`src/rtl/smts_pkg.sv`:
```
// Shared types and codes for the sorted multi-timer scheduler.
// Used by smts_ctrl, smts_dp and the top level; depends on nothing.
`default_nettype none
package smts_pkg;

   localparam logic [2:0] FUNC_ADD       = 3'd0;
   localparam logic [2:0] FUNC_DEL_ID    = 3'd1;
   localparam logic [2:0] FUNC_DEL_OWNER = 3'd2;
   localparam logic [2:0] FUNC_DEL_PARAM = 3'd3;
   localparam logic [2:0] FUNC_SERVICE   = 3'd4;

   localparam logic [2:0] KIND_ADDED      = 3'd0;
   localparam logic [2:0] KIND_ADD_FAILED = 3'd1;
   localparam logic [2:0] KIND_DELETED    = 3'd2;
   localparam logic [2:0] KIND_FIRED      = 3'd3;
   localparam logic [2:0] KIND_NOTHING    = 3'd4;

   localparam logic CSR_MIN_PERIOD = 1'b0;
   localparam logic CSR_MAX_FIRES  = 1'b1;

   localparam logic [15:0] MIN_PERIOD_RESET = 16'd10;
   localparam logic [3:0]  MAX_FIRES_RESET  = 4'd5;
   localparam logic [3:0]  MAX_FIRES_CAP    = 4'd8;
   localparam logic [15:0] REPEAT_FOREVER   = 16'hFFFF;

   typedef struct packed {
      logic       load_req;
      logic       idx_clr;
      logic       idx_inc;
      logic       rd_order;
      logic       claim;
      logic       id_inc;
      logic       id_bump;
      logic       write_slot;
      logic       ins_do;
      logic       add_commit;
      logic       del_free;
      logic       cnt_clr;
      logic       svc_clr;
      logic       fire;
      logic       emit_en;
      logic [2:0] emit_kind;
      logic       emit_last;
      logic       emit_pend;
   } cmd_type;

   typedef struct packed {
      logic [2:0] func;
      logic       owner_zero;
      logic       idx_last;
      logic       slot_free;
      logic       id_need_chk;
      logic       id_zero;
      logic       id_hit;
      logic       ins_hit;
      logic       del_hit;
      logic       svc_go;
      logic       fire_resched;
      logic       out_free;
      logic       pend;
   } sts_type;

endpackage
`default_nettype wire

```
`src/rtl/smts_dp.sv`:
```
// Datapath of the timer scheduler: slot table, due-order list, id counter and result register.
// Depends on smts_pkg; driven by smts_ctrl through cmd_type and reports through sts_type.
`default_nettype none
module smts_dp import smts_pkg::*; #(
   parameter int TIMER_SLOTS = 16
) (
   input  wire logic        clock,
   input  wire logic        reset,
   input  wire logic [2:0]  req_func,
   input  wire logic [31:0] req_period_ms,
   input  wire logic [15:0] req_repeat_limit,
   input  wire logic [31:0] req_user_param,
   input  wire logic [15:0] req_owner_tag,
   input  wire logic [31:0] req_target_id,
   input  wire logic [47:0] req_now_ms,
   input  wire logic        csr_write_en,
   input  wire logic        csr_index,
   input  wire logic [15:0] csr_wdata,
   input  wire cmd_type     cmd,
   output sts_type          sts,
   output logic             rsp_valid,
   input  wire logic        rsp_stall,
   output logic [2:0]       rsp_kind,
   output logic [31:0]      rsp_timer_id,
   output logic [31:0]      rsp_fired_param,
   output logic [15:0]      rsp_fire_count,
   output logic [4:0]       rsp_deleted_count,
   output logic             rsp_last
);

   localparam int SLOT_W = (TIMER_SLOTS > 1) ? $clog2(TIMER_SLOTS) : 1;
   localparam int CNT_W  = $clog2(TIMER_SLOTS + 1);
   localparam logic [SLOT_W-1:0] LAST_IDX = SLOT_W'(TIMER_SLOTS - 1);

   logic [2:0]  func_ff;
   logic [31:0] period_ff;
   logic [15:0] rep_ff;
   logic [31:0] param_ff;
   logic [15:0] owner_ff;
   logic [31:0] target_ff;
   logic [47:0] now_ff;
   logic [15:0] min_ff;
   logic [3:0]  maxf_ff;

   logic        valid_ff [TIMER_SLOTS];
   logic [31:0] id_mem   [TIMER_SLOTS];
   logic [31:0] prm_mem  [TIMER_SLOTS];
   logic [15:0] own_mem  [TIMER_SLOTS];
   logic [31:0] per_mem  [TIMER_SLOTS];
   logic [15:0] rep_mem  [TIMER_SLOTS];
   logic [15:0] fir_mem  [TIMER_SLOTS];
   logic [47:0] due_mem  [TIMER_SLOTS];
   logic [SLOT_W-1:0] order_ff [TIMER_SLOTS];
   logic [SLOT_W-1:0] order_in [TIMER_SLOTS];

   logic [SLOT_W-1:0] idx_ff;
   logic [SLOT_W-1:0] sel_ff;
   logic [SLOT_W-1:0] ins_slot_ff;
   logic [CNT_W-1:0]  active_ff;
   logic [CNT_W-1:0]  used_ff;
   logic [CNT_W-1:0]  del_cnt_ff;
   logic [31:0]       last_id_ff;
   logic              wrapped_ff;
   logic [47:0]       ins_due_ff;
   logic [3:0]        n_ff;
   logic              pend_ff;
   logic [31:0]       pend_id_ff;
   logic [31:0]       pend_prm_ff;
   logic [15:0]       pend_fir_ff;
   logic              rsp_valid_ff;
   logic [2:0]        rsp_kind_ff;
   logic [31:0]       rsp_id_ff;
   logic [31:0]       rsp_prm_ff;
   logic [15:0]       rsp_fir_ff;
   logic [4:0]        rsp_del_ff;
   logic              rsp_last_ff;

   logic [SLOT_W-1:0] rd_idx;
   logic [31:0]       cand;
   logic [15:0]       new_fires;
   logic [47:0]       resched_due;
   logic [31:0]       eff_period;
   logic [3:0]        lim;
   logic              rm_found;
   logic              rm_shift [TIMER_SLOTS];
   logic              match;

   assign rd_idx      = cmd.rd_order ? order_ff[idx_ff] : idx_ff;
   assign cand        = last_id_ff + 32'd1;
   assign new_fires   = fir_mem[rd_idx] + 16'd1;
   assign resched_due = due_mem[rd_idx] + {16'd0, per_mem[rd_idx]};
   assign eff_period  = (period_ff < {16'd0, min_ff}) ? {16'd0, min_ff} : period_ff;
   assign lim = (maxf_ff == 4'd0) ? 4'd1 : ((maxf_ff > MAX_FIRES_CAP) ? MAX_FIRES_CAP : maxf_ff);

   always_comb begin
      case (func_ff)
         FUNC_DEL_ID:    match = (target_ff != 32'd0) && (id_mem[idx_ff] == target_ff);
         FUNC_DEL_OWNER: match = (owner_ff != 16'd0) && (own_mem[idx_ff] == owner_ff);
         default:        match = (prm_mem[idx_ff] == param_ff);
      endcase
   end

   always_comb begin
      sts.func         = func_ff;
      sts.owner_zero   = (owner_ff == 16'd0);
      sts.idx_last     = (idx_ff == LAST_IDX);
      sts.slot_free    = !valid_ff[rd_idx];
      sts.id_need_chk  = (cand == 32'd0) || wrapped_ff;
      sts.id_zero      = (last_id_ff == 32'd0);
      sts.id_hit       = valid_ff[rd_idx] && (id_mem[rd_idx] == last_id_ff);
      sts.ins_hit      = (CNT_W'(idx_ff) == used_ff) || (ins_due_ff < due_mem[rd_idx]);
      sts.del_hit      = valid_ff[idx_ff] && match;
      sts.svc_go       = (n_ff < lim) && (active_ff != '0) && (due_mem[rd_idx] <= now_ff);
      sts.fire_resched = (rep_mem[rd_idx] == REPEAT_FOREVER) ||
                         ($signed({1'b0, new_fires}) < $signed({rep_mem[rd_idx][15],
                                                                 rep_mem[rd_idx]}));
      sts.out_free     = !rsp_valid_ff || !rsp_stall;
      sts.pend         = pend_ff;
   end

   always_comb begin
      rm_found = 1'b0;
      for (int j = 0; j < TIMER_SLOTS; j++) begin
         if ((CNT_W'(j) < active_ff) && (order_ff[j] == rd_idx)) begin
            rm_found = 1'b1;
         end
         rm_shift[j] = rm_found;
      end
      for (int j = 0; j < TIMER_SLOTS; j++) begin
         order_in[j] = order_ff[j];
         if (cmd.ins_do) begin
            if (SLOT_W'(j) == idx_ff) begin
               order_in[j] = ins_slot_ff;
            end else if ((j > 0) && (SLOT_W'(j) > idx_ff)) begin
               order_in[j] = order_ff[(j > 0) ? j - 1 : 0];
            end
         end else if ((cmd.del_free || cmd.fire) && rm_shift[j] && (j + 1 < TIMER_SLOTS)) begin
            order_in[j] = order_ff[(j + 1 < TIMER_SLOTS) ? j + 1 : j];
         end
      end
   end

   always_ff @(posedge clock) begin
      for (int j = 0; j < TIMER_SLOTS; j++) begin
         order_ff[j] <= order_in[j];
      end
      if (cmd.load_req) begin
         func_ff   <= req_func;
         period_ff <= req_period_ms;
         rep_ff    <= req_repeat_limit;
         param_ff  <= req_user_param;
         owner_ff  <= req_owner_tag;
         target_ff <= req_target_id;
         now_ff    <= req_now_ms;
      end
      if (cmd.claim) begin
         sel_ff <= idx_ff;
      end
      if (cmd.write_slot) begin
         id_mem[sel_ff]  <= last_id_ff;
         prm_mem[sel_ff] <= param_ff;
         own_mem[sel_ff] <= owner_ff;
         per_mem[sel_ff] <= eff_period;
         rep_mem[sel_ff] <= rep_ff;
         fir_mem[sel_ff] <= 16'd0;
         due_mem[sel_ff] <= now_ff + {16'd0, eff_period};
         ins_due_ff      <= now_ff + {16'd0, eff_period};
         ins_slot_ff     <= sel_ff;
         used_ff         <= active_ff;
      end
      if (cmd.fire) begin
         fir_mem[rd_idx] <= new_fires;
         pend_id_ff      <= id_mem[rd_idx];
         pend_prm_ff     <= prm_mem[rd_idx];
         pend_fir_ff     <= new_fires;
         if (sts.fire_resched) begin
            due_mem[rd_idx] <= resched_due;
            ins_due_ff      <= resched_due;
            ins_slot_ff     <= rd_idx;
            used_ff         <= active_ff - CNT_W'(1);
         end
      end
      if (cmd.emit_en) begin
         rsp_kind_ff <= cmd.emit_kind;
         rsp_last_ff <= cmd.emit_last;
         rsp_id_ff   <= cmd.emit_pend ? pend_id_ff :
                        ((cmd.emit_kind == KIND_ADDED) ? last_id_ff : 32'd0);
         rsp_prm_ff  <= cmd.emit_pend ? pend_prm_ff : 32'd0;
         rsp_fir_ff  <= cmd.emit_pend ? pend_fir_ff : 16'd0;
         rsp_del_ff  <= (cmd.emit_kind == KIND_DELETED) ? 5'(del_cnt_ff) : 5'd0;
      end

      if (reset) begin
         min_ff       <= MIN_PERIOD_RESET;
         maxf_ff      <= MAX_FIRES_RESET;
         active_ff    <= '0;
         last_id_ff   <= 32'd0;
         wrapped_ff   <= 1'b0;
         idx_ff       <= '0;
         del_cnt_ff   <= '0;
         n_ff         <= 4'd0;
         pend_ff      <= 1'b0;
         rsp_valid_ff <= 1'b0;
         for (int j = 0; j < TIMER_SLOTS; j++) begin
            valid_ff[j] <= 1'b0;
         end
      end else begin
         if (csr_write_en) begin
            unique case (csr_index)
               CSR_MIN_PERIOD: min_ff  <= csr_wdata;
               CSR_MAX_FIRES:  maxf_ff <= csr_wdata[3:0];
               default:        min_ff  <= min_ff;
            endcase
         end
         if (cmd.idx_clr) begin
            idx_ff <= '0;
         end else if (cmd.idx_inc) begin
            idx_ff <= idx_ff + SLOT_W'(1);
         end
         if (cmd.id_inc) begin
            last_id_ff <= cand;
            if (sts.id_need_chk) begin
               wrapped_ff <= 1'b1;
            end
         end else if (cmd.id_bump) begin
            last_id_ff <= cand;
         end
         if (cmd.write_slot) begin
            valid_ff[sel_ff] <= 1'b1;
         end
         if (cmd.add_commit) begin
            active_ff <= active_ff + CNT_W'(1);
         end
         if (cmd.cnt_clr) begin
            del_cnt_ff <= '0;
         end
         if (cmd.del_free) begin
            valid_ff[idx_ff] <= 1'b0;
            active_ff        <= active_ff - CNT_W'(1);
            del_cnt_ff       <= del_cnt_ff + CNT_W'(1);
         end
         if (cmd.svc_clr) begin
            n_ff    <= 4'd0;
            pend_ff <= 1'b0;
         end else if (cmd.fire) begin
            n_ff    <= n_ff + 4'd1;
            pend_ff <= 1'b1;
            if (!sts.fire_resched) begin
               valid_ff[rd_idx] <= 1'b0;
               active_ff        <= active_ff - CNT_W'(1);
            end
         end else if (cmd.emit_pend) begin
            pend_ff <= 1'b0;
         end
         if (cmd.emit_en) begin
            rsp_valid_ff <= 1'b1;
         end else if (!rsp_stall) begin
            rsp_valid_ff <= 1'b0;
         end
      end
   end

   assign rsp_valid         = rsp_valid_ff;
   assign rsp_kind          = rsp_kind_ff;
   assign rsp_timer_id      = rsp_id_ff;
   assign rsp_fired_param   = rsp_prm_ff;
   assign rsp_fire_count    = rsp_fir_ff;
   assign rsp_deleted_count = rsp_del_ff;
   assign rsp_last          = rsp_last_ff;

   a_active_bound: assert property (@(posedge clock) disable iff (reset)
      active_ff <= CNT_W'(TIMER_SLOTS))
      else $error("active count exceeds the slot table");

   a_emit_free: assert property (@(posedge clock) disable iff (reset)
      cmd.emit_en |-> sts.out_free)
      else $error("result word loaded over an unaccepted word");

   a_fire_limit: assert property (@(posedge clock) disable iff (reset)
      cmd.fire |-> (n_ff < lim))
      else $error("service fired beyond its limit");

endmodule
`default_nettype wire

```
`src/rtl/smts_ctrl.sv`:
```
// Sequencing state machine of the timer scheduler.
// Depends on smts_pkg; issues cmd_type to smts_dp and reads back sts_type.
`default_nettype none
module smts_ctrl import smts_pkg::*; (
   input  wire logic clock,
   input  wire logic reset,
   input  wire logic req_valid,
   output logic      req_stall,
   input  wire sts_type sts,
   output cmd_type   cmd
);

   localparam logic [3:0] S_IDLE     = 4'd0;
   localparam logic [3:0] S_DISPATCH = 4'd1;
   localparam logic [3:0] S_FREE     = 4'd2;
   localparam logic [3:0] S_FAIL     = 4'd3;
   localparam logic [3:0] S_IDINC    = 4'd4;
   localparam logic [3:0] S_IDCHK    = 4'd5;
   localparam logic [3:0] S_WRITE    = 4'd6;
   localparam logic [3:0] S_INS      = 4'd7;
   localparam logic [3:0] S_ADDDONE  = 4'd8;
   localparam logic [3:0] S_DEL      = 4'd9;
   localparam logic [3:0] S_DELDONE  = 4'd10;
   localparam logic [3:0] S_SVC      = 4'd11;
   localparam logic [3:0] S_FIRE     = 4'd12;

   logic [3:0] state_ff, state_in;
   logic       ins_svc_ff, ins_svc_in;

   assign req_stall = (state_ff != S_IDLE);

   always_comb begin
      state_in   = state_ff;
      ins_svc_in = ins_svc_ff;
      cmd        = '0;
      unique case (state_ff)
         S_IDLE: begin
            if (req_valid) begin
               cmd.load_req = 1'b1;
               state_in     = S_DISPATCH;
            end
         end
         S_DISPATCH: begin
            cmd.idx_clr = 1'b1;
            unique case (sts.func) inside
               FUNC_ADD: state_in = sts.owner_zero ? S_FAIL : S_FREE;
               FUNC_DEL_ID, FUNC_DEL_OWNER, FUNC_DEL_PARAM: begin
                  cmd.cnt_clr = 1'b1;
                  state_in    = S_DEL;
               end
               FUNC_SERVICE: begin
                  cmd.svc_clr = 1'b1;
                  state_in    = S_SVC;
               end
               default: state_in = S_IDLE;
            endcase
         end
         S_FREE: begin
            if (sts.slot_free) begin
               cmd.claim = 1'b1;
               state_in  = S_IDINC;
            end else if (sts.idx_last) begin
               state_in = S_FAIL;
            end else begin
               cmd.idx_inc = 1'b1;
            end
         end
         S_FAIL: begin
            if (sts.out_free) begin
               cmd.emit_en   = 1'b1;
               cmd.emit_kind = KIND_ADD_FAILED;
               cmd.emit_last = 1'b1;
               state_in      = S_IDLE;
            end
         end
         S_IDINC: begin
            cmd.id_inc = 1'b1;
            if (sts.id_need_chk) begin
               cmd.idx_clr = 1'b1;
               state_in    = S_IDCHK;
            end else begin
               state_in = S_WRITE;
            end
         end
         S_IDCHK: begin
            if (sts.id_zero || sts.id_hit) begin
               cmd.id_bump = 1'b1;
               cmd.idx_clr = 1'b1;
            end else if (sts.idx_last) begin
               state_in = S_WRITE;
            end else begin
               cmd.idx_inc = 1'b1;
            end
         end
         S_WRITE: begin
            cmd.write_slot = 1'b1;
            cmd.idx_clr    = 1'b1;
            ins_svc_in     = 1'b0;
            state_in       = S_INS;
         end
         S_INS: begin
            cmd.rd_order = 1'b1;
            if (sts.ins_hit) begin
               cmd.ins_do  = 1'b1;
               cmd.idx_clr = 1'b1;
               state_in    = ins_svc_ff ? S_SVC : S_ADDDONE;
            end else begin
               cmd.idx_inc = 1'b1;
            end
         end
         S_ADDDONE: begin
            if (sts.out_free) begin
               cmd.emit_en    = 1'b1;
               cmd.emit_kind  = KIND_ADDED;
               cmd.emit_last  = 1'b1;
               cmd.add_commit = 1'b1;
               state_in       = S_IDLE;
            end
         end
         S_DEL: begin
            cmd.del_free = sts.del_hit;
            if (sts.idx_last) begin
               state_in = S_DELDONE;
            end else begin
               cmd.idx_inc = 1'b1;
            end
         end
         S_DELDONE: begin
            if (sts.out_free) begin
               cmd.emit_en   = 1'b1;
               cmd.emit_kind = KIND_DELETED;
               cmd.emit_last = 1'b1;
               state_in      = S_IDLE;
            end
         end
         S_SVC: begin
            cmd.rd_order = 1'b1;
            if (sts.out_free) begin
               if (sts.pend) begin
                  cmd.emit_en   = 1'b1;
                  cmd.emit_pend = 1'b1;
                  cmd.emit_kind = KIND_FIRED;
                  cmd.emit_last = !sts.svc_go;
               end
               if (sts.svc_go) begin
                  state_in = S_FIRE;
               end else begin
                  if (!sts.pend) begin
                     cmd.emit_en   = 1'b1;
                     cmd.emit_kind = KIND_NOTHING;
                     cmd.emit_last = 1'b1;
                  end
                  state_in = S_IDLE;
               end
            end
         end
         S_FIRE: begin
            cmd.rd_order = 1'b1;
            cmd.fire     = 1'b1;
            if (sts.fire_resched) begin
               cmd.idx_clr = 1'b1;
               ins_svc_in  = 1'b1;
               state_in    = S_INS;
            end else begin
               state_in = S_SVC;
            end
         end
         default: state_in = S_IDLE;
      endcase
   end

   always_ff @(posedge clock) begin
      ins_svc_ff <= ins_svc_in;
      if (reset) begin
         state_ff <= S_IDLE;
      end else begin
         state_ff <= state_in;
      end
   end

endmodule
`default_nettype wire

```
`src/rtl/sorted_multi_timer_scheduler.sv`:
```
// Top level of the sorted multi-timer scheduler.
// Instantiates smts_ctrl and smts_dp; depends on smts_pkg.
//
// A request word carries one operation in req_func: add a timer, delete by id, owner or
// user value, or service the queue at req_now_ms. Each request yields one result word,
// or for a service up to the fire limit of timer-fired words, the final one flagged by
// rsp_last. Unused function codes give no result.
// One request is handled at a time; req_stall is high from acceptance until the last
// result word has been loaded. The timer table is walked one slot per cycle: a delete
// visits every slot, an add scans for a free slot and then for its due-order insertion
// point, and each fire of a service may walk the due-order list to reinsert its timer.
// Once the id counter has wrapped, each add also scans the table per candidate id.
// Results sit in an output register; while rsp_stall is high the word holds and the
// sequencer waits before loading the next one.
// Reset empties the table, clears the id counter and restores min_period_ms to 10 and
// max_fires_per_service to 5. Configuration writes via csr_* are taken at any time and
// belong while the block is idle.
`default_nettype none
module sorted_multi_timer_scheduler import smts_pkg::*; #(
   parameter int TIMER_SLOTS = 16
) (
   input  wire logic        clock,
   input  wire logic        reset,
   input  wire logic        req_valid,
   output logic             req_stall,
   input  wire logic [2:0]  req_func,
   input  wire logic [31:0] req_period_ms,
   input  wire logic [15:0] req_repeat_limit,
   input  wire logic [31:0] req_user_param,
   input  wire logic [15:0] req_owner_tag,
   input  wire logic [31:0] req_target_id,
   input  wire logic [47:0] req_now_ms,
   output logic             rsp_valid,
   input  wire logic        rsp_stall,
   output logic [2:0]       rsp_kind,
   output logic [31:0]      rsp_timer_id,
   output logic [31:0]      rsp_fired_param,
   output logic [15:0]      rsp_fire_count,
   output logic [4:0]       rsp_deleted_count,
   output logic             rsp_last,
   input  wire logic        csr_write_en,
   input  wire logic        csr_index,
   input  wire logic [15:0] csr_wdata
);

   cmd_type cmd;
   sts_type sts;

   smts_ctrl u_ctrl (
      .clock     (clock),
      .reset     (reset),
      .req_valid (req_valid),
      .req_stall (req_stall),
      .sts       (sts),
      .cmd       (cmd)
   );

   smts_dp #(
      .TIMER_SLOTS (TIMER_SLOTS)
   ) u_dp (
      .clock             (clock),
      .reset             (reset),
      .req_func          (req_func),
      .req_period_ms     (req_period_ms),
      .req_repeat_limit  (req_repeat_limit),
      .req_user_param    (req_user_param),
      .req_owner_tag     (req_owner_tag),
      .req_target_id     (req_target_id),
      .req_now_ms        (req_now_ms),
      .csr_write_en      (csr_write_en),
      .csr_index         (csr_index),
      .csr_wdata         (csr_wdata),
      .cmd               (cmd),
      .sts               (sts),
      .rsp_valid         (rsp_valid),
      .rsp_stall         (rsp_stall),
      .rsp_kind          (rsp_kind),
      .rsp_timer_id      (rsp_timer_id),
      .rsp_fired_param   (rsp_fired_param),
      .rsp_fire_count    (rsp_fire_count),
      .rsp_deleted_count (rsp_deleted_count),
      .rsp_last          (rsp_last)
   );

endmodule
`default_nettype wire

```
`config.mk`:
```
export PLATFORM = sky130hd
export DESIGN_NAME = sorted_multi_timer_scheduler
export DESIGN_NICKNAME = d
export VERILOG_FILES = /design/src/rtl/smts_pkg.sv /design/src/rtl/smts_dp.sv /design/src/rtl/smts_ctrl.sv /design/src/rtl/sorted_multi_timer_scheduler.sv
export SDC_FILE = /design/constraint.sdc
export NUM_CORES = 2
export LEC_CHECK = 0
export BUFFER_PORTS_ARGS = -buffer_cell sky130_fd_sc_hd__clkbuf_2
export CAP_MARGIN = 20
export CORE_ASPECT_RATIO = 0.6
export CORE_MARGIN = 2
export CORE_UTILIZATION = 30
export DETAILED_ROUTE_END_ITERATION = 7
export GPL_ROUTABILITY_DRIVEN = 0
export GPL_TIMING_DRIVEN = 0
export MAX_ROUTING_LAYER = met4
export PLACE_DENSITY_LB_ADDON = 0.08
export SLEW_MARGIN = 25
export SYNTH_ARGS = -nofsm -noshare
export SYNTH_HDL_FRONTEND = slang
export SYNTH_SLANG_ARGS = --single-unit
```
`constraint.sdc`:
```
create_clock -name clock -period 34.4 [get_ports clock]
set_clock_uncertainty 0.05 [all_clocks]
set_input_delay 1.72 -clock clock [delete_from_list [all_inputs] [get_ports clock]]
set_output_delay 1.72 -clock clock [all_outputs]
set_load 0.01 [all_outputs]
```
Word level (Yosys, flattened, before mapping)
Memory sizes are Yosys's and may differ from the RTL's. A register that Yosys moved wholly into a read port is not among the register bits.
Index checks and enable logic that the tools add are counted.
{ "totals": {"mem_count": 9, "reg_bits": 455, "output_inout_bits": 91, "mem_bits_rw": 3152, "elab_cells": 429} }
{ "classes": {"eq_ne": 64, "n_addsub": 9, "n_mux": 202, "bitwise": 1, "n_lt_le_gt_ge": 36, "reduce_logical": 77} }
{ "memory_table": {"columns": ["memory", "words", "word_bits", "read_ports", "rd_ports_with_merged_regs", "wr", "line_no", "source"], "rows": [
  ["u_dp.due_mem", 16, 48, 1, 0, 1, "smts_dp.sv:52", "logic [47:0] due_mem [TIMER_SLOTS];"],
  ["u_dp.id_mem", 16, 32, 2, 1, 1, "smts_dp.sv:46", "logic [31:0] id_mem [TIMER_SLOTS];"],
  ["u_dp.per_mem", 16, 32, 1, 0, 1, "smts_dp.sv:49", "logic [31:0] per_mem [TIMER_SLOTS];"],
  ["u_dp.prm_mem", 16, 32, 2, 2, 1, "smts_dp.sv:47", "logic [31:0] prm_mem [TIMER_SLOTS];"],
  ["u_dp.fir_mem", 16, 16, 1, 0, 1, "smts_dp.sv:51", "logic [15:0] fir_mem [TIMER_SLOTS];"],
  ["u_dp.own_mem", 16, 16, 1, 1, 1, "smts_dp.sv:48", "logic [15:0] own_mem [TIMER_SLOTS];"],
  ["+3 memories", null, null, null, null, null, null, null]
]} }
{ "op_table": {"columns": ["op", "count"], "rows": [
  ["two-way mux 4 bit", 94],
  ["two-way mux 48 bit", 4],
  ["two-way mux 32 bit", 5],
  ["adder 48 x 32 -> 48 bit", 2],
  ["== test 32 bit", 3],
  ["two-way mux 5 bit", 15],
  ["two-way mux 1 bit", 71],
  ["zero test 32 bit", 2],
  ["== test 4 bit", 15],
  ["less-or-equal comparator 48 bit", 1],
  ["less-than comparator 48 bit", 1],
  ["OR reduction 48 bit", 1],
  ["one-hot mux 4 bit (11 select lines)", 1],
  ["logical AND 1 bit", 36],
  ["less-than comparator 4 x 5 -> 1 bit, first input constant", 7],
  ["adder 32 x 1 -> 32 bit, second input constant", 1],
  ["== test 4 bit, first input constant", 8],
  ["greater-than comparator 4 bit, first input constant", 8],
  ["less-than comparator 32 x 16 -> 1 bit", 1],
  ["nonzero test 32 bit", 1],
  ["== test 4 bit, second input constant", 6],
  ["less-than comparator 3 x 5 -> 1 bit, first input constant", 4],
  ["one-hot mux 5 bit (4 select lines)", 1],
  ["less-than comparator 17 x 16 -> 1 bit", 1],
  ["other kinds (49)", 100]
]} }

Depth between registers and ports, before layout
{ "logic_depth": {"ltp_word": 24, "depth_mapped": 47} }

Cells and area by module
Synthesis repeated with hierarchy kept, for this count alone.
{ "hier_totals": {"hier_cells": 13279, "area_unflattened_um2": 171020.3} }
{ "modules_own_cells": {"columns": ["mod", "cells_per_inst", "area_each_um2", "instances", "seq_area_each_um2"], "rows": [
  ["smts_dp", 13165, 170252.0, 1, 107743.3],
  ["smts_ctrl", 114, 768.2, 1, 110.1]
]} }

Least setup slack after synthesis
OpenSTA, ideal clock, no wires.
{ "synth_path": {"path_type": "register to register", "start": "register (tool-made name)", "end": "memory u_dp.due_mem[6][0], enable pin", "setup_time_ps": 528, "stages_incl_launch_ff": 41, "t_arrival_ps": 11243, "required_time_ps": 33822, "n_path_buf": 15, "setup_slack_ps": 22579, "path_cell_list": "dfxtp_1 -> buf_6 -> buf_6 -> mux2_1 -> mux4_2 -> o32a_2 -> nand2_2 -> buf_6 -> buf_4 -> buf_4 -> buf_4 -> buf_4 -> buf_2 -> buf_2 -> buf_2 -> buf_2 -> buf_2 -> clkbuf_1 -> [5 not listed] -> ha_1 -> inv_1 -> nor4_1 -> inv_1 -> nor4_1 -> xnor2_1 -> ha_1 -> a21o_1 -> a21o_1 -> a21oi_1 -> nor2b_1 -> o21ai_0 -> nand2b_1 -> nor4b_1 -> nand2_1 -> o31ai_4 -> nand3_1 -> o32ai_1"} }
{ "synth_rtl": {"columns": ["item", "line_no"], "rows": [
  ["end, declared", "smts_dp.sv:52"]
]} }

==> results by group <==
Timing
  • Setup violators final: 0
  • Final Cycle Share: 0.5109
  • Worst slew margin: 0.1345
  • Slew @ Worst Pin: 1.298 ns
  • Fin. max-slew vios: 0
  • Post-layout min period: 17.57 ns
  • RSZ-0062 raised after global routing: no
  • Fmax: around 57 MHz
  • Hold_ws: between 0.4 and 0.5 ns
  • Fin. Hold Viols: 0
  • TNS Setup: 0 ns

CTS
  • Num Clock Sinks: 3643
  • H-tree depth: 5
  • Root cell of the clock tree: clkbuf_16
  • Clock-pin slew on the worst setup and hold paths: roughly 0.060 ns
  • Post-CTS Setup Repair Bufs: 0
  • CTS tree: yes
  • Worst-skew pair later-pin latency: 1.09 ns
  • CTS resizes: 0
  • Max Root-Sink Buffers: 4
  • Hold buffers post-CTS: 0
  • CTS Buf Count: 380

Synthesis
  • Cell with the most instances after synthesis: edfxtp_1
  • Top cells by area, synth: edfxtp_1, mux4_2, nand2_1
  • Synth Area per Inst: roughly 13 µm²
  • FFs w/ async S/R, synth: 0
  • Netlist Area Pre-Place: approximately 160000 µm²
  • Mapped Cells: 12.37k
  • Ys flop type: edfxtp_1
  • Synth area leader: edfxtp_1
  • Area share of the largest cell type after synthesis: 0.6433
  • Share of the yosys chip area belonging to registers: 0.6602
  • Post-synth net total: 12.77k
  • Synth cell count leaders: edfxtp_1, nand2_1, nand3_1
  • Cell variety after synth: 101
  • Yosys reg bits: 3643
  • Yosys Warn Count: 0
  • Post-synth EDFFs: 3505

Power and ir drop
  • LEAKAGE: ~0.067 µW
  • Design Power: between 10000 and 15000 µW
  • PD cells: 57.70 nW/µm²
  • Maximum VDD drop: 46.49 µV

Critical path
  • Worst path bufs/invs: 25
  • Critical path's slowest cell: clkbuf_1
  • Slowest Stage Delay on Critical Path: 0.84 ns
  • Crit-path most repeated cell: buf_2
  • Crit path capture type: register
  • Worst-path fanout max: 13
  • WP data arrival: between 15 and 20 ns
  • Crit path kind: reg2reg
  • Startpoint Class: register
  • Critical path's top delay family: buffers and inverters
  • Critical Path RT: 35.07 ns

Placement
  • IO Port Bufs: ~290
  • DPL Wire Length: 587700 µm
  • Placed insts: 20.34k
  • DP Area: around 180000 µm²

Global route
  • First-pass GRT wire length: between 1000000 and 1500000 µm
  • Grt ovf: 0
  • Largest net degree at the start of global routing: 48
  • Vias in the first global route: 113.2k
  • All-Layer GR Usage: 0.2847
  • Initial antenna violation count: 111

Detailed routing
  • Initial DRC count: 20.02k
  • Vias: 121.6k
  • Post-Route WL: 788800 µm
  • Via/cell ratio: 5.768
  • Detailed-route DRC error count: 0
  • Routed len/inst: approximately 37 µm
  • Post-DRT Antenna Nets: 0
  • Pre-Repair DR Iteration Count: 6

Final layout
  • # nets final: 13.81k
  • Fillers: 51.86k
  • Share of layout cells above drive strength 1: 0.1711
  • Final Instance Area: 196300 µm²
  • Final non-filler cell total: about 21k
  • Layout area overhead: 19.98%

Floorplanning
  • Chip height: 576.0 µm
  • I/O Pins: 292
  • Die width: 957.4 µm
  • Die area: 551500 µm²
  • Core Box Area: 544200 µm²
  • Initial core utilization: 0.3007
  • Row cnt: 210

Hold path
  • Worst min path class: reg2reg

Status
  • Status: completed

Job
  • MaxCap Viol Count: 0
==> worst register-to-register path, delay by kind of cell, from the launching register on <==
family                     cells  cell delay [ns]
buffers and inverters         25             9.50
and+or+nand+nor               12             3.51
AOI/OAI and AO/OA              9             2.79
adders and majority gates      2             0.63
xor gates and xnor gates       1             0.46
DFF                            1             0.33
==> state kept, by name, indices dropped and copies added (netlist names), 48 cells and up, named ones only <==
name             cells
u_dp.fir_mem       256
u_dp.rep_mem       256
u_dp.ins_due_ff     48
u_dp.prm_mem       512
u_dp.per_mem       512
u_dp.own_mem       256
u_dp.id_mem        512
u_dp.now_ff         48
u_dp.order_ff       64
u_dp.due_mem       768
==> per-layer routing <==
metal	track usage	part of all wire	routed length [µm]
met5	-	0	0
met4	0.07773	0.032	25230
met3	0.08002	0.12	95610
met2	0.3693	0.39	306600
met1	0.4286	0.46	361300
==> through the flow <==
stage | worst slack, ns | util
finish | 16.83 | 0.3607
global route | 16.75 | 0.3607
CTS | 17.40 | 0.3603
detailed placement | 17.53 | 0.3374
global placement | 5.966 | 0.3201
floorplan | 22.58 | -
==> final timing paths <==
path              slack (ns)                   startpoint  cells after the start                            end
setup / recovery       16.83                     register                     49  u_dp.due_mem[9][34]$_DFFE_PP_
hold / removal          0.41  u_dp.idx_ff[2]$_SDFFE_PP0P_                      0       u_dp.sel_ff[2]$_DFFE_PP_
setup reg to reg       16.83                     register                     49  u_dp.due_mem[9][34]$_DFFE_PP_
hold reg to reg         0.41  u_dp.idx_ff[2]$_SDFFE_PP0P_                      0       u_dp.sel_ff[2]$_DFFE_PP_
==> area by class of cell <==
class | count | area [µm²] | area share
clock buffer | 482 | 10120 | 0.05156
timing repair buffer | 659 | 9814 | 0.05000
tap | 7314 | 9151 | 0.04662
multi-input combinational | 7681 | 51850 | 0.2641
clock inverter | 212 | 2337 | 0.01191
antenna | 56 | 140.1 | 0.0007139
buffer | 846 | 4134 | 0.02106
inverter | 195 | 734.5 | 0.003742
sequential | 3643 | 108000 | 0.5503
==> kinds of logic after synthesis <==
kind of cell    synth area share
compound gates           0.06573
xor+xnor                 0.01445
flops                     0.6602
mux                      0.08398
buf+inv                  0.02827
fa+ha+maj                0.01569
simple gates              0.1316
==> power breakdown <==
group | switching [µW] | internal (µW) | total (µW)
Combinational | 1160 | 444 | 1610
Sequential | 157 | 5270 | 5430
Clock | 1900 | 2390 | 4290
Total | 3220 | 8100 | 11300
==> cells in the final DEF (no fill, tap or decap), types with 76 or more instances in the layout <==
cell,instances
a211oi_1,83
a21o_1,132
a21oi_1,299
a31oi_1,106
and2_1,100
and3_1,86
buf_1,76
buf_12,138
buf_16,183
buf_2,234
clkbuf_1,398
clkbuf_16,387
clkbuf_2,420
dfxtp_1,138
edfxtp_1,3505
ha_1,202
inv_1,190
mux2_2,82
mux2i_1,364
mux4_2,403
nand2_1,2319
nand3_1,1379
nand4_1,117
nor2_1,383
nor3_1,79
o21ai_0,221
xnor2_1,189
xor2_1,76
Note: power is estimated with default switching activity, not from simulation.
